===== src/rtl/icf_pkg.sv =====
`default_nettype none

package icf_pkg;

   // Timer and register widths
   localparam int TIMER_BITS_DEF = 10;
   localparam int TICK_W         = 10;
   localparam int CSR_INDEX_W    = 2;

   // Register reset values
   localparam logic [1:0]        DRIVER_MODE_RST  = 2'd0;
   localparam logic [TICK_W-1:0] SETTLE_TICKS_RST = TICK_W'(200);
   localparam logic [TICK_W-1:0] HOLD_TICKS_RST   = TICK_W'(700);
   localparam logic [TICK_W-1:0] POWER_TICKS_RST  = TICK_W'(5);

   // Register indexes
   localparam logic [CSR_INDEX_W-1:0] CSR_DRIVER_MODE  = 2'd0;
   localparam logic [CSR_INDEX_W-1:0] CSR_SETTLE_TICKS = 2'd1;
   localparam logic [CSR_INDEX_W-1:0] CSR_HOLD_TICKS   = 2'd2;
   localparam logic [CSR_INDEX_W-1:0] CSR_POWER_TICKS  = 2'd3;

   // Driver wiring modes
   localparam logic [1:0] MODE_A = 2'd0;
   localparam logic [1:0] MODE_B = 2'd1;
   localparam logic [1:0] MODE_C = 2'd2;
   localparam logic [1:0] MODE_D = 2'd3;

   // Operation codes
   localparam logic [1:0] OP_TICK = 2'd0;
   localparam logic [1:0] OP_CMD  = 2'd1;
   localparam logic [1:0] OP_INIT = 2'd2;

   // Reported filter states
   localparam logic [1:0] FS_UNKNOWN      = 2'd0;
   localparam logic [1:0] FS_PASS_IR      = 2'd1;
   localparam logic [1:0] FS_BLOCK_IR     = 2'd2;
   localparam logic [1:0] FS_NOT_READABLE = 2'd3;

   typedef enum logic [1:0] {
      PH_IDLE,
      PH_SETTLE,
      PH_HOLD,
      PH_POWER
   } phase_type;

   typedef struct packed {
      logic [1:0] operation;
      logic       pass_ir;
      logic       block_ir;
   } req_type;

   typedef struct packed {
      logic       pin_zero;
      logic       pin_one;
      logic       pin_two;
      logic [1:0] filter_state;
      logic       busy_res;
      logic       rejected;
   } rsp_type;

   typedef struct packed {
      logic [1:0]        driver_mode;
      logic [TICK_W-1:0] settle_ticks;
      logic [TICK_W-1:0] hold_ticks;
      logic [TICK_W-1:0] power_ticks;
   } cfg_type;

   typedef struct packed {
      phase_type phase;
      logic      cnt_zero;
   } core_status_type;

endpackage

`default_nettype wire


===== src/rtl/icf_req_if.sv =====
`default_nettype none

interface icf_req_if;
   logic       valid;
   logic       ready;
   logic [1:0] operation;
   logic       pass_ir;
   logic       block_ir;

   modport source (output valid, output operation, output pass_ir, output block_ir,
                   input ready);
   modport sink   (input valid, input operation, input pass_ir, input block_ir,
                   output ready);
endinterface

`default_nettype wire


===== src/rtl/icf_rsp_if.sv =====
`default_nettype none

interface icf_rsp_if;
   logic       valid;
   logic       ready;
   logic       pin_zero;
   logic       pin_one;
   logic       pin_two;
   logic [1:0] filter_state;
   logic       busy_res;
   logic       rejected;

   modport source (output valid, output pin_zero, output pin_one, output pin_two,
                   output filter_state, output busy_res, output rejected,
                   input ready);
   modport sink   (input valid, input pin_zero, input pin_one, input pin_two,
                   input filter_state, input busy_res, input rejected,
                   output ready);
endinterface

`default_nettype wire


===== src/rtl/icf_csr_if.sv =====
`default_nettype none

interface icf_csr_if;
   logic       valid;
   logic       ready;
   logic [1:0] index;
   logic [9:0] wdata;

   modport source (output valid, output index, output wdata, input ready);
   modport sink   (input valid, input index, input wdata, output ready);
endinterface

`default_nettype wire


===== src/rtl/ir_cut_filter_sequencer.sv =====
// IR-cut filter pin sequencer.
// Input channel req_ch carries one word per event: a millisecond tick, a
// filter command (pass_ir wins over block_ir) or an init request. Every
// accepted word yields exactly one word on rsp_ch with the pin levels after
// that event, the filter state read back from them, busy and rejected flags.
// The csr_ch port writes driver mode and the settle, hold and power-off
// waits; it is always ready. The user must see that it is written only
// while no word is in flight; the block does not enforce this. An accepted
// word moves from the input register into the result register, which
// drives rsp_ch.valid. One word per cycle is sustained while rsp_ch is
// ready; the pin state and countdown register update as each word moves on.
// A stalled receiver holds the result word; one more word is taken into the
// input register, after which req_ch.ready drops until rsp_ch drains.
// Synchronous reset clears all pins low, stops any sequence, zeroes the
// countdown and reloads the registers with their defaults.
`default_nettype none

module ir_cut_filter_sequencer
   import icf_pkg::*;
#(
   parameter int TIMER_BITS = TIMER_BITS_DEF
) (
   input  logic         clock,
   input  logic         reset,
   icf_req_if.sink      req_ch,
   icf_rsp_if.source    rsp_ch,
   icf_csr_if.sink      csr_ch
);

   cfg_type         cfg;
   core_status_type status;
   req_type         in_ff;
   logic            in_vld_ff;
   rsp_type         rsp_ff;
   rsp_type         result;
   logic            rsp_vld_ff;
   logic            adv;
   logic            take;

   icf_csr_regs u_csr (
      .clock  (clock),
      .reset  (reset),
      .csr_ch (csr_ch),
      .cfg    (cfg)
   );

   icf_core #(
      .TIMER_BITS (TIMER_BITS)
   ) u_core (
      .clock  (clock),
      .reset  (reset),
      .adv    (adv),
      .item   (in_ff),
      .cfg    (cfg),
      .result (result),
      .status (status)
   );

   // Handshake between the two register stages
   assign adv          = in_vld_ff && (!rsp_vld_ff || rsp_ch.ready);
   assign req_ch.ready = !in_vld_ff || adv;
   assign take         = req_ch.valid && req_ch.ready;

   // Input register
   always_ff @(posedge clock) begin
      if (reset) begin
         in_vld_ff <= 1'b0;
      end else if (take) begin
         in_vld_ff <= 1'b1;
      end else if (adv) begin
         in_vld_ff <= 1'b0;
      end
   end

   always_ff @(posedge clock) begin
      if (take) begin
         in_ff.operation <= req_ch.operation;
         in_ff.pass_ir   <= req_ch.pass_ir;
         in_ff.block_ir  <= req_ch.block_ir;
      end
   end

   // Result register
   always_ff @(posedge clock) begin
      if (reset) begin
         rsp_vld_ff <= 1'b0;
      end else if (adv) begin
         rsp_vld_ff <= 1'b1;
      end else if (rsp_ch.ready) begin
         rsp_vld_ff <= 1'b0;
      end
   end

   always_ff @(posedge clock) begin
      if (adv) rsp_ff <= result;
   end

   assign rsp_ch.valid        = rsp_vld_ff;
   assign rsp_ch.pin_zero     = rsp_ff.pin_zero;
   assign rsp_ch.pin_one      = rsp_ff.pin_one;
   assign rsp_ch.pin_two      = rsp_ff.pin_two;
   assign rsp_ch.filter_state = rsp_ff.filter_state;
   assign rsp_ch.busy_res     = rsp_ff.busy_res;
   assign rsp_ch.rejected     = rsp_ff.rejected;

`ifndef NO_ASSERTIONS
   // A running sequence never sits on an expired countdown
   a_busy_cnt: assert property (@(posedge clock) disable iff (reset)
      status.phase != PH_IDLE |-> !status.cnt_zero)
      else $error("sequence active with expired countdown");

   // A rejected command only happens while a sequence runs
   a_rej_busy: assert property (@(posedge clock) disable iff (reset)
      rsp_vld_ff && rsp_ff.rejected |-> rsp_ff.busy_res)
      else $error("rejected word reported while idle");

   // A held input word is not dropped
   a_in_hold: assert property (@(posedge clock) disable iff (reset)
      in_vld_ff && !adv |=> in_vld_ff)
      else $error("input word lost while stalled");

   // A result word only appears after the input stage advanced
   a_rsp_src: assert property (@(posedge clock) disable iff (reset)
      $rose(rsp_vld_ff) |-> $past(adv))
      else $error("result word without a source word");
`endif

endmodule

`default_nettype wire


===== src/rtl/icf_csr_regs.sv =====
`default_nettype none

module icf_csr_regs
   import icf_pkg::*;
(
   input  logic    clock,
   input  logic    reset,
   icf_csr_if.sink csr_ch,
   output cfg_type cfg
);

   cfg_type cfg_ff;
   logic    wr_en;

   // Writes are always taken
   assign csr_ch.ready = 1'b1;
   assign wr_en        = csr_ch.valid;
   assign cfg          = cfg_ff;

   // Register file
   always_ff @(posedge clock) begin
      if (reset) begin
         cfg_ff.driver_mode  <= DRIVER_MODE_RST;
         cfg_ff.settle_ticks <= SETTLE_TICKS_RST;
         cfg_ff.hold_ticks   <= HOLD_TICKS_RST;
         cfg_ff.power_ticks  <= POWER_TICKS_RST;
      end else if (wr_en) begin
         unique case (csr_ch.index)
            CSR_DRIVER_MODE:  cfg_ff.driver_mode  <= csr_ch.wdata[1:0];
            CSR_SETTLE_TICKS: cfg_ff.settle_ticks <= csr_ch.wdata;
            CSR_HOLD_TICKS:   cfg_ff.hold_ticks   <= csr_ch.wdata;
            CSR_POWER_TICKS:  cfg_ff.power_ticks  <= csr_ch.wdata;
         endcase
      end
   end

endmodule

`default_nettype wire


===== src/rtl/icf_core.sv =====
`default_nettype none

module icf_core
   import icf_pkg::*;
#(
   parameter int TIMER_BITS = TIMER_BITS_DEF
) (
   input  logic            clock,
   input  logic            reset,
   input  logic            adv,
   input  req_type         item,
   input  cfg_type         cfg,
   output rsp_type         result,
   output core_status_type status
);

   localparam int SW = TIMER_BITS + TICK_W;
   localparam logic [SW-1:0] LIM = SW'((1 << TIMER_BITS) - 1);

   // Clamp a programmed wait to the countdown width
   function automatic logic [TIMER_BITS-1:0] load_wait(input logic [TICK_W-1:0] w);
      logic [SW-1:0] ext;
      ext = SW'(w);
      if (ext > LIM) return TIMER_BITS'(LIM);
      return TIMER_BITS'(ext);
   endfunction

   logic [2:0]            pins_ff, pins_in;
   phase_type             phase_ff, phase_in;
   logic                  tgt_ff, tgt_in;
   logic [TIMER_BITS-1:0] cnt_ff, cnt_in;
   logic                  rej;
   logic                  go;
   logic                  mode_ab;
   logic [1:0]            fstate;

   assign mode_ab = (cfg.driver_mode == MODE_A) || (cfg.driver_mode == MODE_B);

   // Sequencer state, committed when the word moves on
   always_ff @(posedge clock) begin
      if (reset) begin
         pins_ff  <= '0;
         phase_ff <= PH_IDLE;
         tgt_ff   <= 1'b0;
         cnt_ff   <= '0;
      end else if (adv) begin
         pins_ff  <= pins_in;
         phase_ff <= phase_in;
         tgt_ff   <= tgt_in;
         cnt_ff   <= cnt_in;
      end
   end

   // Next state for one word
   always_comb begin
      pins_in  = pins_ff;
      phase_in = phase_ff;
      tgt_in   = tgt_ff;
      cnt_in   = cnt_ff;
      rej      = 1'b0;
      go       = 1'b0;

      unique case (item.operation)
         OP_TICK: begin
            if (phase_ff != PH_IDLE) begin
               if (cnt_ff != '0) cnt_in = cnt_ff - 1'b1;
               go = 1'b1;
            end
         end
         OP_CMD: begin
            if ((phase_ff == PH_SETTLE) || (phase_ff == PH_HOLD)) begin
               rej = 1'b1;
            end else if (mode_ab) begin
               // only a real change of position starts a sequence
               if ((item.pass_ir || item.block_ir) && (pins_ff[0] != item.pass_ir)) begin
                  pins_in[1] = 1'b0;
                  tgt_in     = item.pass_ir;
                  phase_in   = PH_SETTLE;
                  cnt_in     = load_wait(cfg.settle_ticks);
                  go         = 1'b1;
               end
            end else begin
               if (cfg.driver_mode == MODE_C) begin
                  pins_in[2] = 1'b0;
                  if (item.pass_ir) pins_in[1:0] = 2'b01;
                  else if (item.block_ir) pins_in[1:0] = 2'b10;
               end else begin
                  if (item.pass_ir) pins_in[0] = 1'b1;
                  else if (item.block_ir) pins_in[1] = 1'b1;
               end
               phase_in = PH_POWER;
               cnt_in   = load_wait(cfg.power_ticks);
               go       = 1'b1;
            end
         end
         OP_INIT: begin
            if (cfg.driver_mode == MODE_B) pins_in[1] = 1'b0;
            else if (cfg.driver_mode == MODE_C) pins_in[2] = 1'b1;
            else if (cfg.driver_mode == MODE_D) pins_in[1:0] = 2'b00;
         end
         default: ;
      endcase

      // Expired waits run on at once; settle then hold is the longest chain
      if (go) begin
         for (int i = 0; i < 2; i++) begin
            if ((phase_in != PH_IDLE) && (cnt_in == '0)) begin
               unique case (phase_in)
                  PH_IDLE: ;
                  PH_SETTLE: begin
                     pins_in[0] = tgt_in;
                     phase_in   = PH_HOLD;
                     cnt_in     = load_wait(cfg.hold_ticks);
                  end
                  PH_HOLD: begin
                     pins_in[1] = 1'b1;
                     phase_in   = PH_IDLE;
                  end
                  PH_POWER: begin
                     if (cfg.driver_mode == MODE_D) pins_in[1:0] = 2'b00;
                     else pins_in[2] = 1'b1;
                     phase_in = PH_IDLE;
                  end
               endcase
            end
         end
      end
   end

   // Filter position as read back from the pins
   always_comb begin
      if (mode_ab) begin
         fstate = pins_in[0] ? FS_PASS_IR : FS_BLOCK_IR;
      end else if (cfg.driver_mode == MODE_C) begin
         if (pins_in[0] && !pins_in[1]) fstate = FS_PASS_IR;
         else if (!pins_in[0] && pins_in[1]) fstate = FS_BLOCK_IR;
         else fstate = FS_UNKNOWN;
      end else begin
         fstate = FS_NOT_READABLE;
      end
   end

   assign result.pin_zero     = pins_in[0];
   assign result.pin_one      = pins_in[1];
   assign result.pin_two      = pins_in[2];
   assign result.filter_state = fstate;
   assign result.busy_res     = (phase_in != PH_IDLE);
   assign result.rejected     = rej;

   assign status.phase    = phase_ff;
   assign status.cnt_zero = (cnt_ff == '0);

endmodule

`default_nettype wire


===== src/flat_wrapper.sv =====
// flat-port wrapper written by rule: the top's interface ports become plain ports
module ir_cut_filter_sequencer_flat import icf_pkg::*;
#(
   parameter int TIMER_BITS = TIMER_BITS_DEF
)
  (clock, reset, req_ch_valid, req_ch_operation, req_ch_pass_ir, req_ch_block_ir, req_ch_ready, rsp_ch_valid, rsp_ch_pin_zero, rsp_ch_pin_one, rsp_ch_pin_two, rsp_ch_filter_state, rsp_ch_busy_res, rsp_ch_rejected, rsp_ch_ready, csr_ch_valid, csr_ch_index, csr_ch_wdata, csr_ch_ready);
  icf_req_if req_ch_i ();
  icf_rsp_if rsp_ch_i ();
  icf_csr_if csr_ch_i ();
  input  logic clock;
  input  logic reset;
  input wire logic [$bits(req_ch_i.valid)-1:0] req_ch_valid;
  input wire logic [$bits(req_ch_i.operation)-1:0] req_ch_operation;
  input wire logic [$bits(req_ch_i.pass_ir)-1:0] req_ch_pass_ir;
  input wire logic [$bits(req_ch_i.block_ir)-1:0] req_ch_block_ir;
  output wire logic [$bits(req_ch_i.ready)-1:0] req_ch_ready;
  output wire logic [$bits(rsp_ch_i.valid)-1:0] rsp_ch_valid;
  output wire logic [$bits(rsp_ch_i.pin_zero)-1:0] rsp_ch_pin_zero;
  output wire logic [$bits(rsp_ch_i.pin_one)-1:0] rsp_ch_pin_one;
  output wire logic [$bits(rsp_ch_i.pin_two)-1:0] rsp_ch_pin_two;
  output wire logic [$bits(rsp_ch_i.filter_state)-1:0] rsp_ch_filter_state;
  output wire logic [$bits(rsp_ch_i.busy_res)-1:0] rsp_ch_busy_res;
  output wire logic [$bits(rsp_ch_i.rejected)-1:0] rsp_ch_rejected;
  input wire logic [$bits(rsp_ch_i.ready)-1:0] rsp_ch_ready;
  input wire logic [$bits(csr_ch_i.valid)-1:0] csr_ch_valid;
  input wire logic [$bits(csr_ch_i.index)-1:0] csr_ch_index;
  input wire logic [$bits(csr_ch_i.wdata)-1:0] csr_ch_wdata;
  output wire logic [$bits(csr_ch_i.ready)-1:0] csr_ch_ready;
  assign req_ch_i.valid = req_ch_valid;
  assign req_ch_i.operation = req_ch_operation;
  assign req_ch_i.pass_ir = req_ch_pass_ir;
  assign req_ch_i.block_ir = req_ch_block_ir;
  assign req_ch_ready = req_ch_i.ready;
  assign rsp_ch_valid = rsp_ch_i.valid;
  assign rsp_ch_pin_zero = rsp_ch_i.pin_zero;
  assign rsp_ch_pin_one = rsp_ch_i.pin_one;
  assign rsp_ch_pin_two = rsp_ch_i.pin_two;
  assign rsp_ch_filter_state = rsp_ch_i.filter_state;
  assign rsp_ch_busy_res = rsp_ch_i.busy_res;
  assign rsp_ch_rejected = rsp_ch_i.rejected;
  assign rsp_ch_i.ready = rsp_ch_ready;
  assign csr_ch_i.valid = csr_ch_valid;
  assign csr_ch_i.index = csr_ch_index;
  assign csr_ch_i.wdata = csr_ch_wdata;
  assign csr_ch_ready = csr_ch_i.ready;
  ir_cut_filter_sequencer #(.TIMER_BITS(TIMER_BITS)) u_core (.clock(clock), .reset(reset), .req_ch(req_ch_i), .rsp_ch(rsp_ch_i), .csr_ch(csr_ch_i));
endmodule

===== config.mk =====
export PLATFORM = sky130hd
export DESIGN_NAME = ir_cut_filter_sequencer_flat
export DESIGN_NICKNAME = d
export VERILOG_FILES = /design/src/rtl/icf_pkg.sv /design/src/rtl/icf_req_if.sv /design/src/rtl/icf_rsp_if.sv /design/src/rtl/icf_csr_if.sv /design/src/rtl/ir_cut_filter_sequencer.sv /design/src/rtl/icf_csr_regs.sv /design/src/rtl/icf_core.sv /design/src/flat_wrapper.sv
export SDC_FILE = /design/constraint.sdc
export NUM_CORES = 1
export LEC_CHECK = 0
export ABC_CLOCK_PERIOD_IN_PS = 4250
export BUFFER_PORTS_ARGS = -buffer_cell sky130_fd_sc_hd__buf_4
export CORE_ASPECT_RATIO = 1.1
export CORE_MARGIN = 3
export CORE_UTILIZATION = 60
export DETAILED_ROUTE_END_ITERATION = 7
export PLACE_DENSITY = 0.78
export RECOVER_POWER = 25
export SLEW_MARGIN = 20
export SYNTH_ARGS = -nofsm -noshare
export SYNTH_HDL_FRONTEND = slang
export SYNTH_SLANG_ARGS = --single-unit

===== constraint.sdc =====
create_clock -name clock -period 4.25 [get_ports clock]
set_clock_uncertainty 0.15 [all_clocks]
set_input_delay 0.2125 -clock clock [delete_from_list [all_inputs] [get_ports clock]]
set_output_delay 0.2125 -clock clock [all_outputs]
set_load 0.02 [all_outputs]

==> After elaboration in Yosys (flattened, before gate mapping) <==
Cells that the tools add are included.
Widths: inputs -> output; s select.
{ "op_classes": {"n_addsub": 1, "n_eq_ne": 17, "n_mux": 78, "reduce_logical": 34} }
{ "op_table": {"columns": ["op", "n"], "rows": [
  ["$mux 10", 11],
  ["$mux 2", 25],
  ["$mux 1", 29],
  ["$eq 2x2->1 const B", 10],
  ["$logic_not 10->1", 2],
  ["$pmux 10 s2", 1],
  ["$eq 2x1->1 const B", 6],
  ["$mux 3", 4],
  ["$reduce_bool 2->1", 6],
  ["$pmux 1 s2", 5],
  ["$reduce_bool 10->1", 1],
  ["$sub 10x1->10 const B", 1],
  ["$pmux 2 s2", 2],
  ["$reduce_and 2->1", 4],
  ["$logic_and 1x1->1", 7],
  ["$logic_not 2->1", 3],
  ["$pmux 3 s2", 1],
  ["$logic_or 1x1->1", 5],
  ["$logic_not 1->1", 4],
  ["$reduce_or 2->1", 2],
  ["$ne 1x1->1", 1]
]} }
{ "totals": {"reg_bits": 61, "output_inout_bits": 10, "elab_cells": 149} }

==> Longest topological paths before layout <==
Gate-level depths: netlist (run 1).
{ "depth": {"depth_word": 22, "ltp_mapped": 13} }

==> Hierarchy <==
A second synthesis (run 1) with hierarchy kept.
{ "unflattened": {"hier_cells": 416, "area_unflattened_um2": 3658.5} }
{ "modules_own_cells": {"columns": ["mod", "n_inst", "cells_each", "area_per_inst_um2", "seq_area_each_um2"], "rows": [
  ["icf_core", 1, 264, 1898.1, 320.3],
  ["icf_csr_regs", 1, 131, 1326.3, 640.6],
  ["ir_cut_filter_sequencer", 1, 21, 434.2, 370.4]
]} }

==> Worst setup path before layout (run 1) <==
OpenSTA, ideal clock, no wires.
{ "synth_path": {"kind": "register to register", "start": "register u_core.in_ff[1] in the netlist's numbering", "end": "register u_core.rsp_ff, in the netlist u_core.rsp_ch.filter_state[0] (data pin)", "setup_time_ns": 0.270, "arrival_ns": 2.702, "required_time_ns": 3.830, "setup_slack_ns": 1.128, "path_stages_with_launch": 13, "cell_sequence": "edfxtp_1 clkbuf_1 inv_1 ha_1 o21ai_1 or4_1 o311ai_0 and3_1 nand4_1 or3_1 buf_6 o21ai_0 a22oi_1"} }
{ "synth_lines": {"columns": ["element", "line", "source"], "rows": [
  ["start, declared", "ir_cut_filter_sequencer.sv:32", "req_type in_ff;"],
  ["end signal, assigned", "ir_cut_filter_sequencer.sv:95", "if (adv) rsp_ff <= result;"],
  ["end, declared", "ir_cut_filter_sequencer.sv:34", "rsp_type rsp_ff;"]
]} }

==> impl_metrics.csv, run 1 <==
group,metric,value,unit
status,status,"finished, violations left",
status,violations,"design-rule violations",
route,vias,3389,
pwr,sw_frac_of_total,28.45,%
setup_path,crit_chain,"inv_1 > ha_1 > nor2b_1 > nand2_1 > o311a_2 > nor3_1 > nand3_1 > or3_1 > o21ai_0 > a22oi_1",
setup_path,rr_startpoint,"u_core.in_ff[2]",
setup_path,cpLargestDelayFamily,"simple AND/OR/NAND/NOR gates",
pwr,pwr-share-seq,43.6,%
clock_tree,clk_pin_slew,70,ps
timing,setup_tns,0,ps
grt,gr-usage-all-layers,30.01,%
timing,fin_crit_sh,89.63,%
layout,layout_commonest_cell,"nand2_1",
route,met2WireLength,4373,um
grt,grt_max_degree,51,
timing,setup_viol,0,
pwr,power.share.clock,38.7,%
setup_path,endpoint_kind,"flip-flop",
setup_path,crit_path_max_incr_delay,520,ps
route,viasPerCell,6.264,
setup_path,critical_path_required,4170,ps
timing,drv_slew,0,
die,die_x,78.79,um
grt,grt_pass1_wl,15690,um
clock_tree,htree_num_levels,3,
route,routed.top_layer,"met4",
timing,worst_pin_slew,1136,ps
placement,globalplace.congestion,1.036,
synth,synth_fp_nets,458,
route,routed_wirelength,9692,um
synth,synth_cells,431,
timing,maxSlewHeadroom,24.18,%
clock_tree,clkLatencyLatePin,350,ps
timing,fmax,0.2625,GHz
route,wire_per_inst,17.91,um
clock_tree,cts_root_buf,"clkbuf_8",
route,wl_met1,4194,um
die,dieArea,6781,um2
min_path,holdCritStartpoint,"rsp_ch_ready",
placement,place_area,3659,um2
route,drtIter0Drc,445,
die,core-area,5500,um2
clock_tree,clock_path_buffers,2,
synth,synth_edf_count,11,
placement,pre_cts_ws,308.2,ps
pwr,total_leakage_power,1.510,nW
setup_path,crit_slowest_cell,"or3_1",
setup_path,crit_fanout,10,
grt,antenna_found_initial,0,
timing,fin_crit,3809,ps
setup_path,critPathLaunch,"u_core.in_ff[2]",
pwr,peakVddDrop,0.2614,mV
pwr,p_total,0.001488,W
grt,grt_remaining_overflow,0,
layout,fin_area,4015,um2
placement,io_buffers,29,
route,postRouteAntennaNets,0,
clock_tree,clock-sinks,61,
synth,synth-seq-area-share,38.07,%
route,wl_met3,803,um
synth,ys_types,70,
timing,finalHoldViolCount,0,
pwr,combPwrFrac,17.6,%
synth,postSynthAreaPerCell,8.114,um2
job,maxCapViolCount,0,
setup_path,crit_buf_inv,1,
setup_path,cp.arrival,3730,ps
die,io_pins,31,
timing,setup_slack,440.6,ps
route,drcViolationCount,13,
layout,finalNetCount,488,
layout,final_cell_mix,"nand2_1, dfxtp_1, a21oi_1, nor2_1, buf_4",
die,start_util,63.58,%
die,die_h,86.07,um
grt,first_global_vias,3123,
die,rows,28,
layout,area_growth,14.81,%
clock_tree,cts_made_buffers,9,
layout,drive_gt1_share,12.45,%
setup_path,crit_type,"reg2reg",
min_path,min_path_type,"in2reg",
pwr,powerDensity,370.5,nW/um2
synth,async_reset_ff_share,0,%
layout,antennaDiodeCount,0,
synth,netlist_area,3497,um2
placement,dp_hpwl,6646,um
setup_path,start_kind,"flip-flop",
layout,fillers,440,
synth,synthFlopType,"dfxtp_1",
synth,synth-warning-count,0,
route,drt-pass1-iter-count,8,
layout,fin_util,73.00,%
timing,rsz0062_at_grt,"no",
synth,synth-seq-cells,61,
clock_tree,cts_tree,"yes",
pwr,switchingPower,0.0004232,W
pwr,internal_power,0.001065,W
## Yosys cell counts (all sizes together) (2+ instances only)
| cell type | count | area share, % |
|---|---|---|
| nand2 | 92 | 9.9 |
| dfxtp | 50 | 29 |
| a21oi | 33 | 4.7 |
| nor2 | 31 | 3.3 |
| inv | 18 | 1.9 |
| o21ai | 17 | 2.4 |
| clkbuf | 15 | 1.6 |
| nand3b | 13 | 2.8 |
| buf | 12 | 2.6 |
| edfxtp | 11 | 9.4 |
| nand2b | 11 | 2.0 |
| nand3 | 11 | 1.6 |
| nor3 | 10 | 1.4 |
| a211oi | 9 | 2.2 |
| a311oi | 8 | 2.7 |
| ha | 6 | 2.1 |
| nor4 | 6 | 1.1 |
| nor2b | 5 | 0.89 |
| and3 | 4 | 0.72 |
| mux2i | 4 | 1.1 |
| o21a | 4 | 0.86 |
| or2 | 4 | 0.79 |
| a221oi | 3 | 0.93 |
| a22oi | 3 | 0.64 |
| o211a | 3 | 0.86 |
| o22ai | 3 | 0.72 |
| o311a | 3 | 1.2 |
| o31ai | 3 | 1.0 |
| or3 | 3 | 0.54 |
| or4 | 3 | 0.75 |
| a21o | 2 | 0.47 |
| a2bb2oi | 2 | 0.50 |
| a31oi | 2 | 0.36 |
| nand4 | 2 | 0.36 |
| nor3b | 2 | 0.43 |
| o211ai | 2 | 0.43 |
| o22a | 2 | 0.50 |
| o311ai | 2 | 0.50 |
## cell type report
type                    instances  area [um2]  area share, %
multi-input cells             324        1941          48.33
flip-flops and latches         61        1331          33.16
repair buffers                 47       360.3          8.975
clock buffers                  13       181.4          4.519
well taps                      75       93.84          2.337
inverters                      18       67.56          1.683
clock inverters                 3       40.04         0.9972
## power groups by stage
stage / Sequential [W] / Clock, W / Combinational [W]
floorplan: 0.000650 / 0 / 0.000189
global placement: 0.000660 / 0 / 0.000244
detailed placement: 0.000660 / 0 / 0.000247
CTS: 0.000647 / 0.000575 / 0.000259
global route: 0.000652 / 0.000600 / 0.000286
finish: 0.000649 / 0.000576 / 0.000262
## worst paths after layout
check | slack, ps | endpoint | depth (start not counted)
worst max-delay path | 440 | u_core.rsp_ch.filter_state[0] | 10
worst max register to register | 440 | u_core.rsp_ch.filter_state[0] | 10
worst min-delay path | 30 | u_core.rsp_ch.valid | 4
worst min register to register | 310 | u_core.u_csr.cfg[25] | 2
## repair_timing
item                                   in CTS  in global routing
endpoints found under the hold margin      34                  0
hold buffers                               15                  0
resized for setup                           0                  0
setup buffers                               0                  2
setup endpoints to repair                   0                  2
## cell families after synthesis
group	Yosys count	synth area share [%]
and+or+nand+nor	203	28.55
AOI/OAI and AO/OA	108	22.97
DFF	61	38.07
buffers and inverters	46	6.440
adders and majority gates	6	2.147
muxes	5	1.467
other	1	0.1072
xor gates and xnor gates	1	0.2505
## through the flow
stage	hold slack [ps]	cells
floorplan	161.4	431
global placement	241.7	508
detailed placement	241.8	508
CTS	25.14	539
global route	55.91	541
finish	32.85	541
## routing by layer
metal / vias to the layer above / track usage, %
met5: - / 0
met4: 0 / 14.47
met3: 35 / 5.252
met2: 197 / 46.95
met1: 1555 / 40.11
li1: 1602 / -
## state kept, by name, indices dropped and copies added (netlist names)
| register | flops |
|---|---|
| u_core.u_core.pins_ff | 3 |
| u_core.rsp_ch.valid | 1 |
| u_core.rsp_ch.pin_two | 1 |
| u_core.rsp_ch.pin_zero | 1 |
| u_core.in_ff | 4 |
| u_core.u_core.tgt_ff | 1 |
| u_core.rsp_ch.filter_state | 2 |
| u_core.rsp_ch.pin_one | 1 |
| u_core.rsp_ch.rejected | 1 |
| u_core.u_core.phase_ff | 2 |
| u_core.u_core.cnt_ff | 10 |
| u_core.u_csr.cfg | 32 |
| u_core.in_vld_ff | 1 |
| u_core.rsp_ch.busy_res | 1 |
## worst reg2reg max path: stages, from the launching register on
cell and delay (ps):
edfxtp_1 410, inv_1 100, ha_1 420, nor2b_1 360
nand2_1 230, o311a_2 440, nor3_1 330, nand3_1 240
or3_1 520, o21ai_0 250, a22oi_1 110
Note: power is estimated with default switching activity, not from simulation.
==> run 2, diff against run 1 <==
ABC_CLOCK_PERIOD_IN_PS = 4700   (was 4250)
CORE_UTILIZATION = 64   (was 60)
PLACE_DENSITY = 0.83   (was 0.78)
clock period = 4.7 ns   (was 4.25 ns; I/O delays follow)
==> run 2 against run 1 <==
The flow finishes with violations (negative hold slack). Die area down 5.8%. Worst setup slack better by 270 ps. Register-to-register slack improved by 270 ps. Maximum frequency is 4.5% lower. Total power is 14% lower. Design area decreased by 1.2%. Sequential power down 9.6%. Flip-flop and latch count did not move. Hold slack got worse by 37 ps. Critical path depth is the same. Combinational power is 9.5% lower. Critical path type unchanged. Largest cell class unchanged.
==> impl_metrics.csv, run 2 (synthesis gave the netlist of run 1 again) <==
group,metric,value,unit
die,io_pins,31,
die,core-area,5135,um2
placement,io_buffers,29,
timing,rsz0062_at_grt,"no",
setup_path,crit_chain,"inv_1 > ha_1 > nor2b_1 > nand2_1 > o311a_2 > nor3_1 > nand3_1 > nor4b_4 > a2bb2oi_1 > o22a_1",
clock_tree,htree_num_levels,3,
clock_tree,clkLatencyLatePin,360,ps
layout,area_growth,13.49,%
min_path,min_to,"u_core.u_csr.cfg[14]",
layout,finalNetCount,483,
die,rows,27,
die,start_util,68.10,%
setup_path,crit_type,"reg2reg",
setup_path,crit_fanout,12,
setup_path,start_kind,"flip-flop",
timing,maxSlewHeadroom,29.10,%
clock_tree,post_cts_buffers,0,
status,violations,"negative hold slack",
timing,setup_viol,0,
grt,grt_remaining_overflow,0,
timing,fin_crit_sh,84.90,%
timing,setup_tns,0,ps
timing,fmax,0.2506,GHz
pwr,p_total,0.001283,W
timing,drv_slew,0,
route,viasPerCell,6.353,
layout,antennaDiodeCount,0,
route,postRouteAntennaNets,0,
clock_tree,holdBufCountCts,12,
setup_path,crit_slowest_cell,"nor4b_4",
setup_path,endpoint_kind,"flip-flop",
placement,globalplace.congestion,0.9401,
min_path,min_path_type,"in2reg",
placement,dp_hpwl,6670,um
grt,grt_pass1_wl,16170,um
layout,largest_reg_flops,32,
layout,layout_commonest_cell,"nand2_1",
clock_tree,post_cts_resized,0,
layout,fin_area,3969,um2
route,wire_per_inst,18.16,um
grt,grt_max_degree,51,
min_path,min_path_cells,3,
setup_path,r2r_end,"u_core.rsp_ch.filter_state[1]",
timing,fin_hold_ws,-4.064,ps
die,die_h,83.53,um
setup_path,critical_path_required,4660,ps
setup_path,rr_startpoint,"u_core.in_ff[2]",
timing,worst_pin_slew,1062,ps
timing,fin_crit,3990,ps
route,drt-pass1-iter-count,7,
route,drcViolationCount,0,
setup_path,r2r_slack,710,ps
route,routed_wirelength,9677,um
placement,pre_cts_ws,796.0,ps
pwr,powerDensity,323.2,nW/um2
grt,antenna_found_initial,0,
grt,first_global_vias,3213,
grt,gr-usage-all-layers,32.05,%
pwr,peakVddDrop,0.2457,mV
clock_tree,clk_pin_slew,70,ps
placement,place_area,3655,um2
min_path,holdCritStartpoint,"csr_ch_wdata[4]",
setup_path,worst-r2r-cell-count,10,
clock_tree,cts_root_buf,"clkbuf_8",
die,dieArea,6388,um2
die,die_x,76.48,um
timing,setup_slack,709.6,ps
route,drtIter0Drc,621,
setup_path,crit_path_max_incr_delay,650,ps
layout,drive_gt1_share,13.88,%
layout,final_cell_mix,"nand2_1, dfxtp_1, a21oi_1, nor2_1, buf_4",
job,maxCapViolCount,0,
timing,finalHoldViolCount,2,
clock_tree,cts_tree,"yes",
pwr,total_leakage_power,1.499,nW
clock_tree,clock-sinks,61,
route,vias,3386,
status,status,"finished, violations left",
setup_path,cp.arrival,3950,ps
clock_tree,clock_path_buffers,2,
clock_tree,cts_made_buffers,9,
## run 2: layout make-up
| type | count | area [um2] |
|---|---|---|
| clock inverters | 3 | 17.52 |
| multi-input cells | 324 | 1941 |
| clock buffers | 13 | 180.2 |
| flip-flops and latches | 61 | 1331 |
| well taps | 72 | 90.09 |
| repair buffers | 42 | 341.6 |
| fillers | 372 | 1166 |
| inverters | 18 | 67.56 |
## run 2: worst max-delay path, delay by kind of cell, from the launching register on
family	cells	cell delay (ps)
AND/OR/NAND/NOR	5	1760
flip-flops	1	400
AO/OA/AOI/OAI	3	950
buffers and inverters	1	100
adder cells (fa/ha/maj)	1	370
## run 2: stage by stage
| stage | util (%) | instances |
|---|---|---|
| 4_1_cts | 77.36 | 533 |
| 5_1_grt | 77.29 | 533 |
| 3_5_place_dp | 71.17 | 505 |
| 6_report | 77.29 | 533 |
| 2_1_floorplan | - | 431 |
| 3_3_place_gp | 71.17 | 505 |
## run 2: worst max path at each step
stage	startpoint	endpoint	slack [ps]	cells after the start
finish	u_core.in_ff[2]	u_core.rsp_ch.filter_state[1]	710	10
global route	u_core.in_ff[3]	u_core.rsp_ch.filter_state[1]	490	10
CTS	u_core.in_ff[2]	u_core.rsp_ch.filter_state[1]	780	10
floorplan	u_core.in_ff[1]	u_core.rsp_ch.filter_state[0]	1580	12
global placement	u_core.in_ff[2]	u_core.rsp_ch.filter_state[1]	910	10
detailed placement	u_core.in_ff[2]	u_core.rsp_ch.filter_state[1]	800	10
## run 2: layer usage
layer  vias up  GRT usage, %  share of wire [%]
met5         -             0                  0
met4         0         11.20                2.1
met3        26         6.587                8.8
met2       195         51.00                 47
met1      1573         43.28                 42
li1       1592             -                  -
## run 2: report_power, final
part	internal, W	switching (W)
sequential	0.000559	0.0000277
clock	0.000250	0.000208
combinational	0.0000959	0.000141
